<file path="src/rtl/core/assert_macros.svh">
// Assertion macros shared by the cache model RTL.
// Needs a clock named clk and an active-high reset named rst in scope.
`ifndef ASSERT_MACROS_SVH
`define ASSERT_MACROS_SVH

// Checked on every rising edge, switched off while reset is high.
`define SALRU_ASSERT(label, prop, msg) \
  label: assert property (@(posedge clk) disable iff (rst) prop) else $error(msg);

// Checked on every rising edge, reset included.
`define SALRU_ASSERT_ALWAYS(label, prop, msg) \
  label: assert property (@(posedge clk) prop) else $error(msg);

`endif

</file>
<file path="src/rtl/core/salru_pkg.sv">
// Types, codes and default sizes for the set-associative LRU cache model.
// No dependencies; used by salru_way_sel and set_assoc_lru_cache_model.
package salru_pkg;

  localparam int MAX_SET_BITS_DEF = 6;
  localparam int NUM_WAYS_DEF     = 8;
  localparam int COUNT_WIDTH_DEF  = 32;

  localparam int ADDR_W      = 64;
  localparam int TAG_W       = 64;
  localparam int TOTAL_W     = 32;
  localparam int WAY_FIELD_W = 4;   // holds a way number for up to 16 ways
  localparam int CFG_IDX_W   = 2;
  localparam int CFG_DATA_W  = 5;

  localparam logic [CFG_IDX_W-1:0] REG_SET_BITS   = 2'd0;
  localparam logic [CFG_IDX_W-1:0] REG_BLOCK_BITS = 2'd1;
  localparam logic [CFG_IDX_W-1:0] REG_WAYS       = 2'd2;

  localparam logic KIND_SINGLE = 1'b0;
  localparam logic KIND_MODIFY = 1'b1;

  typedef enum logic [1:0] {
    OC_HIT   = 2'd0,
    OC_FILL  = 2'd1,
    OC_EVICT = 2'd2
  } outcome_t;

  typedef enum logic [1:0] {
    ST_IDLE,
    ST_LOOK,
    ST_UPD
  } state_t;

  typedef struct packed {
    logic [ADDR_W-1:0] address;
    logic              kind;
  } cmd_t;

  typedef struct packed {
    outcome_t           outcome;
    logic               last_of_run;
    logic [TOTAL_W-1:0] hit_total;
    logic [TOTAL_W-1:0] miss_total;
    logic [TOTAL_W-1:0] eviction_total;
  } res_t;

  // Lookup decision handed from the way selector to the update stage.
  typedef struct packed {
    logic [WAY_FIELD_W-1:0] way;
    outcome_t               outcome;
  } pick_t;

endpackage

</file>
<file path="src/rtl/core/salru_way_sel.sv">
// Lookup stage: tag compare, first free way and LRU victim over one set row.
// Depends on salru_pkg and assert_macros.svh.
`include "assert_macros.svh"

module salru_way_sel #(
  parameter int NUM_WAYS = salru_pkg::NUM_WAYS_DEF,
  parameter int RANK_W   = 3,
  parameter int NW_W     = 4
) (
  input  logic                             clk,
  input  logic                             rst,
  input  logic                             en,
  input  logic [NUM_WAYS-1:0][salru_pkg::TAG_W-1:0] tags,
  input  logic [NUM_WAYS-1:0]              valid,
  input  logic [NUM_WAYS-1:0][RANK_W-1:0]  rank,
  input  logic [salru_pkg::TAG_W-1:0]      tag,
  input  logic [NW_W-1:0]                  ways_eff,
  output salru_pkg::pick_t                 pick
);
  import salru_pkg::*;

  logic                   hit_any;
  logic                   free_any;
  logic [WAY_FIELD_W-1:0] hit_way;
  logic [WAY_FIELD_W-1:0] free_way;
  logic [WAY_FIELD_W-1:0] old_way;
  logic [RANK_W-1:0]      old_rank;
  pick_t                  pick_next;

  always_comb begin
    hit_any  = 1'b0;
    free_any = 1'b0;
    hit_way  = '0;
    free_way = '0;
    old_way  = '0;
    old_rank = rank[0];
    // Highest way first so the lowest matching way wins.
    for (int w = NUM_WAYS - 1; w >= 0; w--) begin
      if (NW_W'(w) < ways_eff) begin
        if (valid[w] && tags[w] == tag) begin
          hit_any = 1'b1;
          hit_way = WAY_FIELD_W'(w);
        end
        if (!valid[w]) begin
          free_any = 1'b1;
          free_way = WAY_FIELD_W'(w);
        end
      end
    end
    // Lowest rank in use; ties go to the lower way.
    for (int w = 1; w < NUM_WAYS; w++) begin
      if (NW_W'(w) < ways_eff && rank[w] < old_rank) begin
        old_rank = rank[w];
        old_way  = WAY_FIELD_W'(w);
      end
    end
    priority if (hit_any) begin
      pick_next.way     = hit_way;
      pick_next.outcome = OC_HIT;
    end else if (free_any) begin
      pick_next.way     = free_way;
      pick_next.outcome = OC_FILL;
    end else begin
      pick_next.way     = old_way;
      pick_next.outcome = OC_EVICT;
    end
  end

  always_ff @(posedge clk) begin
    if (en) begin
      pick <= pick_next;
    end
  end

  `SALRU_ASSERT(a_hit_kept, en && hit_any |=> pick.outcome == OC_HIT, "hit lost in lookup")
  `SALRU_ASSERT(a_way_in_use, en |=> (int'(pick.way) < NUM_WAYS), "picked way beyond set")
  `SALRU_ASSERT(a_evict_full, en && !hit_any && free_any |=> pick.outcome == OC_FILL,
                "free way not filled first")

endmodule

</file>
<file path="config.mk">
export PLATFORM = sky130hd
export DESIGN_NAME = salru_way_sel
export DESIGN_NICKNAME = d
export VERILOG_FILES = /design/src/rtl/core/salru_pkg.sv /design/src/rtl/core/salru_way_sel.sv
export VERILOG_INCLUDE_DIRS = /design/src /design/src/rtl/core
export SDC_FILE = /design/constraint.sdc
export NUM_CORES = 1
export LEC_CHECK = 0
export ABC_AREA = 0
export BUFFER_PORTS_ARGS = -buffer_cell sky130_fd_sc_hd__buf_2
export CAP_MARGIN = 20
export CORE_AREA = 2 2 241 243
export CTS_BUF_LIST = sky130_fd_sc_hd__clkbuf_8
export DETAILED_ROUTE_END_ITERATION = 10
export DIE_AREA = 0 0 243 245
export SLEW_MARGIN = 20
export SYNTH_ARGS = -nofsm -noshare
export SYNTH_HDL_FRONTEND = slang
export SYNTH_SLANG_ARGS = --single-unit
export TNS_END_PERCENT = 30
</file>
<file path="constraint.sdc">
create_clock -name clk -period 14 [get_ports clk]
set_input_delay 0.7 -clock clk [delete_from_list [all_inputs] [get_ports clk]]
set_output_delay 0.7 -clock clk [all_outputs]
set_load 0.05 [all_outputs]
</file>
[Word-level counts from Yosys, hierarchy flattened]
Index checks and enable logic that the tools add are counted.
Operators by class
  order comparisons: 15
  equality and inequality tests: 8
  mux-type cells: 79
  reduce and logical (&&, ||, !) cells: 15
Operators with widths (number)
  == test 64 bit: 8
  two-way mux 4 bit: 34
  two-way mux 1 bit: 33
  two-way mux 3 bit: 10
  < comparator 3 bit: 7
  < comparator 3 x 4 -> 1 bit, first input constant: 4
  logical AND 1 bit: 15
  two-way mux 6 bit: 2
  < comparator 1 x 4 -> 1 bit, first input constant: 2
  < comparator 2 x 4 -> 1 bit, first input constant: 2
Word-level totals
  bits in registers: 6
  input port bits: 615
  output and inout port bits: 6

[Logic depth before layout (Yosys ltp)]
Gate-level depths: netlist of the first run.
  depth after elaboration: 23
  mapped depth: 25
  gate-level depth less buffers: 25

[Worst setup path after synthesis of the first run]
No wires, ideal clock.
  path kind: input-to-reg
  from: input rank[1] in the netlist's numbering
  to: register pick[2] in the netlist's numbering, data pin
  setup time: 0.146 ns
  arrival: 6.232 ns
  setup slack: 7.621 ns
  cell stages on the path: 24
  path buffers: 0
  cells stage by stage: inv_1 -> ha_1 -> o21ai_0 -> nor2_1 -> o221a_4 -> or2_1 -> or4_4 -> a311oi_4 -> nor4b_2 -> o2111ai_1 -> a21oi_1 -> o311ai_2 -> o31a_1 -> mux2i_1 -> ha_1 -> a211o_1 -> a31o_2 -> nor2_1 -> mux2_1 -> ha_1 -> a2111oi_0 -> o21ai_0 -> o211ai_1 -> o2bb2ai_1
RTL lines
  start: declaration: line salru_way_sel.sv:15  | input logic [NUM_WAYS-1:0][RANK_W-1:0] rank,
  end signal: assignment: line salru_way_sel.sv:71  | pick <= pick_next;
  end: declaration: line salru_way_sel.sv:18  | output salru_pkg::pick_t pick

==> results of run 1 <==
-- layout make-up --
type	instances	share of cell area (%)
Antenna cell	14	0.257
Clock buffer	3	0.303
Clock inverter	1	0.0275
Inverter	93	2.56
Multi-Input combinational cell	1280	65.0
Sequential cell	5	1.10
Tap cell	765	7.02
Timing Repair Buffer	637	23.7
-- power by group through the flow --
stage	registers (mW)	clock network (mW)	logic, mW
2_1_floorplan	0.0238	0	0.256
3_3_place_gp	0.0189	0	0.524
3_5_place_dp	0.0189	0	0.522
4_1_cts	0.0187	0.0273	0.524
5_1_grt	0.0188	0.0283	0.561
6_report	0.0187	0.0261	0.533
-- cell families after synthesis --
family,synth area share (%)
XOR/XNOR,35.7
adder cells (fa/ha/maj),0.780
buffers and inverters,6.36
other,0.0390
AO/OA/AOI/OAI,15.6
flip-flops,1.56
AND/OR/NAND/NOR,39.0
multiplexers,0.988
-- through the flow --
stage	util [%]	setup WS, ns	total power, mW	std cells	hold WS [ns]
floorplan	-	7.62	0.280	1445	0.812
global placement	23.8	6.86	0.543	2780	0.984
detailed placement	23.8	6.83	0.541	2780	0.992
CTS	23.8	7.05	0.570	2784	0.760
global route	23.8	6.41	0.608	2785	0.763
finish	23.9	6.97	0.578	2798	0.769
-- final timing paths --
path / from / to
worst min-delay path: en / pick[3]
worst max-delay path: rank[1] / pick[2]
-- metal layers --
metal	GRT usage, %	vias up	wire (um)
met5	0	-	126
met4	13.6	20	5090
met3	8.69	235	10000
met2	50.6	1113	43200
met1	37.0	7008	37400
li1	-	6441	-
-- cell usage in the layout, fill, tap and decap left out, types with 40 or more instances in the layout --
cell,instances
nand4_1,115
nor2b_1,55
nor4_1,105
xnor2_1,222
nand2_1,98
xor2_1,170
inv_1,92
buf_2,618
nand3_1,40
nor2_1,104
==> metrics.csv, run 1 <==
stage;metric;value;unit
timing;setup violators final;0;
final_layout;Largest register FFs;5;
die;initial core utilization;16.9;%
clock_network;total clock sinks;5;
timing;Max-slew headroom;22.8;%
clock_network;Root Buffer;clkbuf_8;
pwr;part of the power in combinational logic;92.3;%
synth;Synth top area share;20.2;%
outcome;outcome;complete, no violations;
timing;Fin Setup TNS;0;ns
synth;Cells after Synth;1445;
placement;Cell Area, Placed;13600;um^2
final_layout;Nets;2641;
global_route;Global Route Usage Sum;30.7;%
clock_network;cts hold-fix bufs;0;
final_layout;Biggest register;pick;
clock_network;Setup Buffers After CTS;0;
routing;routed length per instance;34.3;um
run;max_cap viols;0;
setup_path;CP Max Fanout;6;
timing;Max Slew Vio Count;0;
die;Die X-Extent;243;um
pwr;Leakage;5.69;nW
timing;highest achievable clock rate;0.142;GHz
clock_network;Num CTS Buffers;3;
synth;Most used DFF post-synth;edfxtp_1;
clock_network;htree depth;1;
hold_path;worst hold path class;primary input to flip-flop;
final_layout;biggest regs;pick (5);
final_layout;footprint of the multi-input gates;8860;um^2
clock_network;CTS tree;done;
setup_path;CP endpoint kind;flip-flop;
die;IO Count;621;
synth;top-count cell post-synth;xnor2_1;
setup_path;CP Launch Type;primary input;
pwr;Power Internal;231;uW
synth;Synth area leader;xnor2_1;
pwr;sw frac;60.0;%
pwr;maximum VDD drop;0.0000355;V
routing;final wirelength;95900;um
setup_path;crit path kind;primary input to flip-flop;
synth;Avg Synthesized Cell Area;6.66;um^2
routing;1st-iter DRT viols;1461;
synth;Commonest cells post-synth;xnor2_1 (222), xor2_1 (170), nand4_1 (115);
routing;Avg Vias per Cell;5.30;
setup_path;CP delay by family, top;compound AO/OA/AOI/OAI gates;
setup_path;Critical Path RT;14.06;ns
global_route;largest net degree at the start of global routing;13;
hold_path;hold path depth;1;
routing;drt first pass iters;5;
final_layout;Storage cell area;150;um^2
final_layout;fillcell total;6773;
setup_path;Crit path largest cell delay;0.65;ns
clock_network;Max Root-Sink Buffers;2;
placement;routability cong.;0.985;
setup_path;buffers and inverters on the worst path;2;
final_layout;share of cells above drive strength 1;32.7;%
routing;post-route ant nets;0;
synth;Synth cell types;82;
setup_path;slowest cell on the critical path;a2111oi_0;
timing;worst slew pin tran;1.14;ns
synth;part of the Yosys area used for sequential elements;1.56;%
placement;port bufs;618;
global_route;initial antenna violation count;19;
routing;vias;14817;
synth;YS warnings;0;
synth;Synth Register Bits;5;
placement;HPWL Detailed;77800;um
final_layout;design area;13600;um^2
die;DIE AREA;59500;um^2
pwr;Clk network pwr share;4.5;%
global_route;first-pass GRT wire length;123000;um
clock_network;CTS clock-pin slew for the worst setup and hold paths;0.04;ns
routing;# DRC;0;
synth;mapped cell area;9620;um^2
die;Core Rows;88;
synth;Post-synth EDFFs;5;
die;Die Span Y;245;um
final_layout;Layout area overhead;41.7;%
pwr;sequential fraction of design power;3.2;%
setup_path;cell repeated most along the worst path;ha_1;
synth;Synth area leaders;xnor2_1 (20%), xor2_1 (15%), nand4_1 (7.5%), nor4_1 (6.8%), nor2_1 (4.1%);
setup_path;critical path arrival;7.09;ns
clock_network;post-CTS sizing;0;
synth;syn_nets;2066;
global_route;vias in the first global route;14595;
timing;RSZ-0062 raised after global routing;false;
pwr;switching power;347;uW
setup_path;number of cells on the critical path;25;
timing;Tmin final;7.03;ns
timing;fin crit share;50.2;%
pwr;PwrDens;42.4;nW/um^2
global_route;total grt overflow;0;
die;core box area;57000;um^2
timing;Final Hold Vio Count;0;
synth;FFs w/ async S/R, synth;0;%
(Power assumes the default switching activity.)
==> run 2, diff against run 1 <==
clock period = 7.1 ns   (was 14 ns; I/O delays follow)
==> run 2 against run 1 <==
Compared with the run above: die area unchanged; sequential share of layout area about the same; non-clock buffer count up 2; global-route usage up 0.39 points; sequential cell count stayed put; clock-buffer cell count did not move; power is 99% higher; largest power group unchanged; sequential power grew 98%; critical path type unchanged; worst setup slack got worse by 6.4 ns.
==> metrics.csv, run 2 (same netlist as run 1, synthesis figures left out) <==
stage;metric;value;unit
timing;Tmin final;6.56;ns
pwr;maximum VDD drop;0.0000567;V
setup_path;Critical Path RT;7.17;ns
global_route;total grt overflow;0;
final_layout;design area;13700;um^2
die;Die X-Extent;243;um
timing;RSZ-0062 raised after global routing;false;
outcome;outcome;complete, no violations;
routing;drt first pass iters;6;
timing;Max-slew headroom;32.6;%
final_layout;Nets;2643;
final_layout;fillcell total;6691;
run;max_cap viols;0;
routing;final wirelength;97200;um
routing;1st-iter DRT viols;1481;
final_layout;fin util;24.0;%
placement;routability cong.;1.01;
final_layout;Largest register FFs;5;
timing;fin crit share;92.4;%
setup_path;number of cells on the critical path;25;
routing;Avg Vias per Cell;5.30;
routing;# DRC;0;
final_layout;Layout area overhead;42.1;%
placement;Cell Area, Placed;13600;um^2
routing;routed length per instance;34.7;um
setup_path;slowest cell on the critical path;a2111oi_1;
placement;HPWL Detailed;79100;um
clock_network;htree depth;1;
timing;Fin Setup TNS;0;ns
setup_path;buffers and inverters on the worst path;2;
die;Die Span Y;245;um
global_route;largest net degree at the start of global routing;13;
routing;post-route ant nets;0;
timing;Max Slew Vio Count;0;
final_layout;most common cell after layout, fill and taps aside;buf_2;
die;Core Rows;88;
die;core box area;57000;um^2
placement;port bufs;618;
pwr;Leakage;5.70;nW
clock_network;total clock sinks;5;
routing;vias;14856;
setup_path;CP endpoint kind;flip-flop;
die;DIE AREA;59500;um^2
clock_network;Root Buffer;clkbuf_8;
clock_network;CTS clock-pin slew for the worst setup and hold paths;0.04;ns
global_route;Global Route Usage Sum;31.0;%
final_layout;share of cells above drive strength 1;33.0;%
timing;highest achievable clock rate;0.153;GHz
pwr;PwrDens;84.0;nW/um^2
global_route;first-pass GRT wire length;125000;um
setup_path;CP Max Fanout;6;
clock_network;CTS tree;done;
global_route;initial antenna violation count;19;
die;initial core utilization;16.9;%
timing;worst slew pin tran;1.00;ns
timing;setup violators final;0;
die;IO Count;621;
hold_path;hold path depth;1;
global_route;vias in the first global route;14855;
timing;Final Hold Vio Count;0;
clock_network;Num CTS Buffers;3;
setup_path;CP Launch Type;primary input;
clock_network;Max Root-Sink Buffers;2;
final_layout;most frequent cells in the layout;buf_2 (618), xnor2_1 (222), xor2_1 (170);
final_layout;biggest regs;pick (5);
final_layout;Biggest register;pick;
hold_path;worst hold path class;primary input to flip-flop;
setup_path;cell repeated most along the worst path;ha_1;
setup_path;CP delay by family, top;compound AO/OA/AOI/OAI gates;
setup_path;crit path kind;primary input to flip-flop;
setup_path;critical path arrival;6.63;ns
setup_path;Crit path largest cell delay;0.57;ns
## run 2: repair_timing
action | in CTS | in global routing
resized for setup | 0 | 2
buffers inserted | 0 | 0
hold buffers | 0 | 0
setup endpoints to repair | 0 | 1
## run 2: final timing paths
kind	from	endpoint	slack, ns
max	rank[1]	pick[2]	0.54
min	en	pick[1]	0.43
## run 2: area by class of cell
type                    count  area, um^2  area share [%]
well taps                 765         957            7.00
inverters                  93         349            2.55
clock inverters             1        3.75          0.0275
clock buffers               3        41.3           0.302
repair buffers            639        3250            23.8
multi-input cells        1280        8880            65.0
diodes                     15        37.5           0.275
flip-flops and latches      5         150            1.10
## run 2: stage by stage
stage          instances  power (mW)  worst slack [ns]  hold WS [ns]
2_1_floorplan       1445       0.551              1.07         0.467
3_3_place_gp        2782        1.08             0.314         0.644
3_5_place_dp        2782        1.07             0.304         0.656
4_1_cts             2786        1.13             0.499         0.428
5_1_grt             2788        1.21            0.0788         0.434
6_report            2801        1.15             0.543         0.426
## run 2: per-layer routing
metal	track usage (%)	routed length, um
met5	0	80
met1	36.7	37100
met3	9.33	10600
met4	16.2	6080
met2	50.6	43300
## run 2: power breakdown
| part | switching, mW | internal [mW] |
|---|---|---|
| Combinational | 0.676 | 0.384 |
| Sequential | 0.000982 | 0.0360 |
| Clock | 0.0141 | 0.0371 |
| Total | 0.691 | 0.457 |
==> run 3, diff against run 2 <==
BUFFER_PORTS_ARGS = not set   (was -buffer_cell sky130_fd_sc_hd__buf_2)
DONT_BUFFER_PORTS = 1   (was not set)
==> run 3 against run 2 <==
Compared with the run above: die area is the same; design area shrank 24%; first-iteration DRC count shrank 4.9%; highest routed layer unchanged; fmax grew 0.23%; via count shrank 15%; critical path depth shrank 1; worst setup slack gained 0.015 ns; combinational power shrank 42%; sequential share of layout area grew 0.34 points; largest cell class unchanged; power shrank 38%; wire length shrank 1.8%; critical endpoint unchanged.
==> metrics.csv, run 3 (same netlist as run 1, synthesis figures left out) <==
stage;metric;value;unit
die;initial core utilization;16.9;%
final_layout;Layout area overhead;8.27;%
final_layout;biggest regs;pick (5);
final_layout;Largest register FFs;5;
setup_path;CP Launch Type;primary input;
pwr;PwrDens;68.7;nW/um^2
timing;Fin Setup TNS;0;ns
pwr;Tot Pwr;715;uW
placement;dpl ws;0.468;ns
clock_network;cts hold-fix bufs;0;
timing;RSZ-0062 raised after global routing;false;
setup_path;CP endpoint;pick[2];
routing;post-route ant nets;0;
clock_network;CTS clock-pin slew for the worst setup and hold paths;0.03;ns
clock_network;CTS tree;done;
clock_network;Setup Buffers After CTS;0;
setup_path;cell repeated most along the worst path;ha_1;
routing;final wirelength;95400;um
setup_path;Critical Path RT;7.16;ns
clock_network;total clock sinks;5;
setup_path;Crit path largest cell delay;0.69;ns
global_route;first-pass GRT wire length;120000;um
pwr;maximum VDD drop;0.0000957;V
run;max_cap viols;0;
setup_path;critical path arrival;6.60;ns
setup_path;Critical Path Source;rank[1];
setup_path;buffers and inverters on the worst path;1;
die;core box area;57000;um^2
timing;Worst Setup Slack, final;0.558;ns
routing;routed length per instance;44.3;um
placement;port bufs;0;
final_layout;fin util;18.3;%
routing;Avg Vias per Cell;5.89;
global_route;initial antenna violation count;10;
setup_path;CP Max Fanout;6;
clock_network;Num CTS Buffers;3;
global_route;vias in the first global route;12402;
final_layout;share of cells above drive strength 1;2.23;%
final_layout;most frequent cells in the layout;xnor2_1 (222), xor2_1 (170), nand4_1 (115);
clock_network;Root Buffer;clkbuf_8;
final_layout;Biggest register;pick;
routing;vias;12699;
timing;setup violators final;0;
timing;Fin Hold WS;0.249;ns
die;DIE AREA;59500;um^2
timing;Tmin final;6.54;ns
timing;highest achievable clock rate;0.153;GHz
setup_path;critical-path cell list;inv_1 > ha_1 > o21ai_0 > nor2_1 > o221a_4 > or2_1 > or4_4 > a311oi_4 > nor4b_2 > o2111ai_1 > a21oi_1 > o311ai_2 > o31a_1 > mux2i_1 > ha_1 > a211o_1 > a31o_2 > nor2_1 > mux2_1 > ha_1 > a2111oi_0 > o21ai_0 > o211ai_1 > o2bb2ai_1;
placement;HPWL Detailed;76900;um
final_layout;Final Instance Count excl. Fillers;2155;
setup_path;number of cells on the critical path;24;
timing;worst slew pin tran;1.30;ns
global_route;largest net degree at the start of global routing;13;
final_layout;Nets;2010;
timing;Max-slew headroom;11.9;%
global_route;Global Route Usage Sum;30.4;%
setup_path;crit path kind;primary input to flip-flop;
global_route;total grt overflow;0;
setup_path;slowest cell on the critical path;a2111oi_0;
setup_path;CP delay by family, top;compound AO/OA/AOI/OAI gates;
timing;Final Hold Vio Count;0;
routing;# DRC;0;
setup_path;CP endpoint kind;flip-flop;
routing;drt first pass iters;6;
die;Die X-Extent;243;um
placement;routability cong.;1.02;
routing;1st-iter DRT viols;1408;
hold_path;worst hold path class;primary input to flip-flop;
pwr;Leakage;3.19;nW
timing;fin crit share;92.1;%
outcome;outcome;complete, no violations;
die;Core Rows;88;
final_layout;design area;10400;um^2
placement;Cell Area, Placed;10400;um^2
die;IO Count;621;
clock_network;post-CTS sizing;0;
final_layout;most common cell after layout, fill and taps aside;xnor2_1;
clock_network;htree depth;1;
timing;Max Slew Vio Count;0;
die;Die Span Y;245;um
clock_network;Max Root-Sink Buffers;2;
placement;Post-Place Cells;2149;
## run 3: cell types whose count changed in the layout (fill, tap and decap cells not counted), sizes merged
| cell | delta |
|---|---|
| buf | -633 |
| diode | -13 |
## run 3: area by class of cell
type,count,area (um^2)
Fill cell,6700,46600
Sequential cell,5,150
Clock inverter,1,3.75
Antenna cell,2,5.00
Timing Repair Buffer,6,45.0
Multi-Input combinational cell,1280,8860
Tap cell,765,957
Clock buffer,3,41.3
Inverter,93,349
## run 3: report_power, final
part / internal (mW) / switching, mW
combinational: 0.266 / 0.352
clock: 0.0369 / 0.0126
sequential: 0.0364 / 0.0111
total: 0.339 / 0.376
## run 3: metal layers
layer  track usage [%]  vias up  wire length [um]
met5                 0        -                29
met4              18.2        4              7130
met3              14.3      292             13200
met2              47.8     1178             41200
met1              33.3     6076             33800
li1                  -     5149                 -
## run 3: worst min path at each step
stage                    to  cells past startpoint  start
CTS                 pick[1]                      0     en
floorplan           pick[0]                      0     en
global route        pick[1]                      0     en
detailed placement  pick[3]                      0     en
global placement    pick[0]                      0     en
finish              pick[1]                      0     en
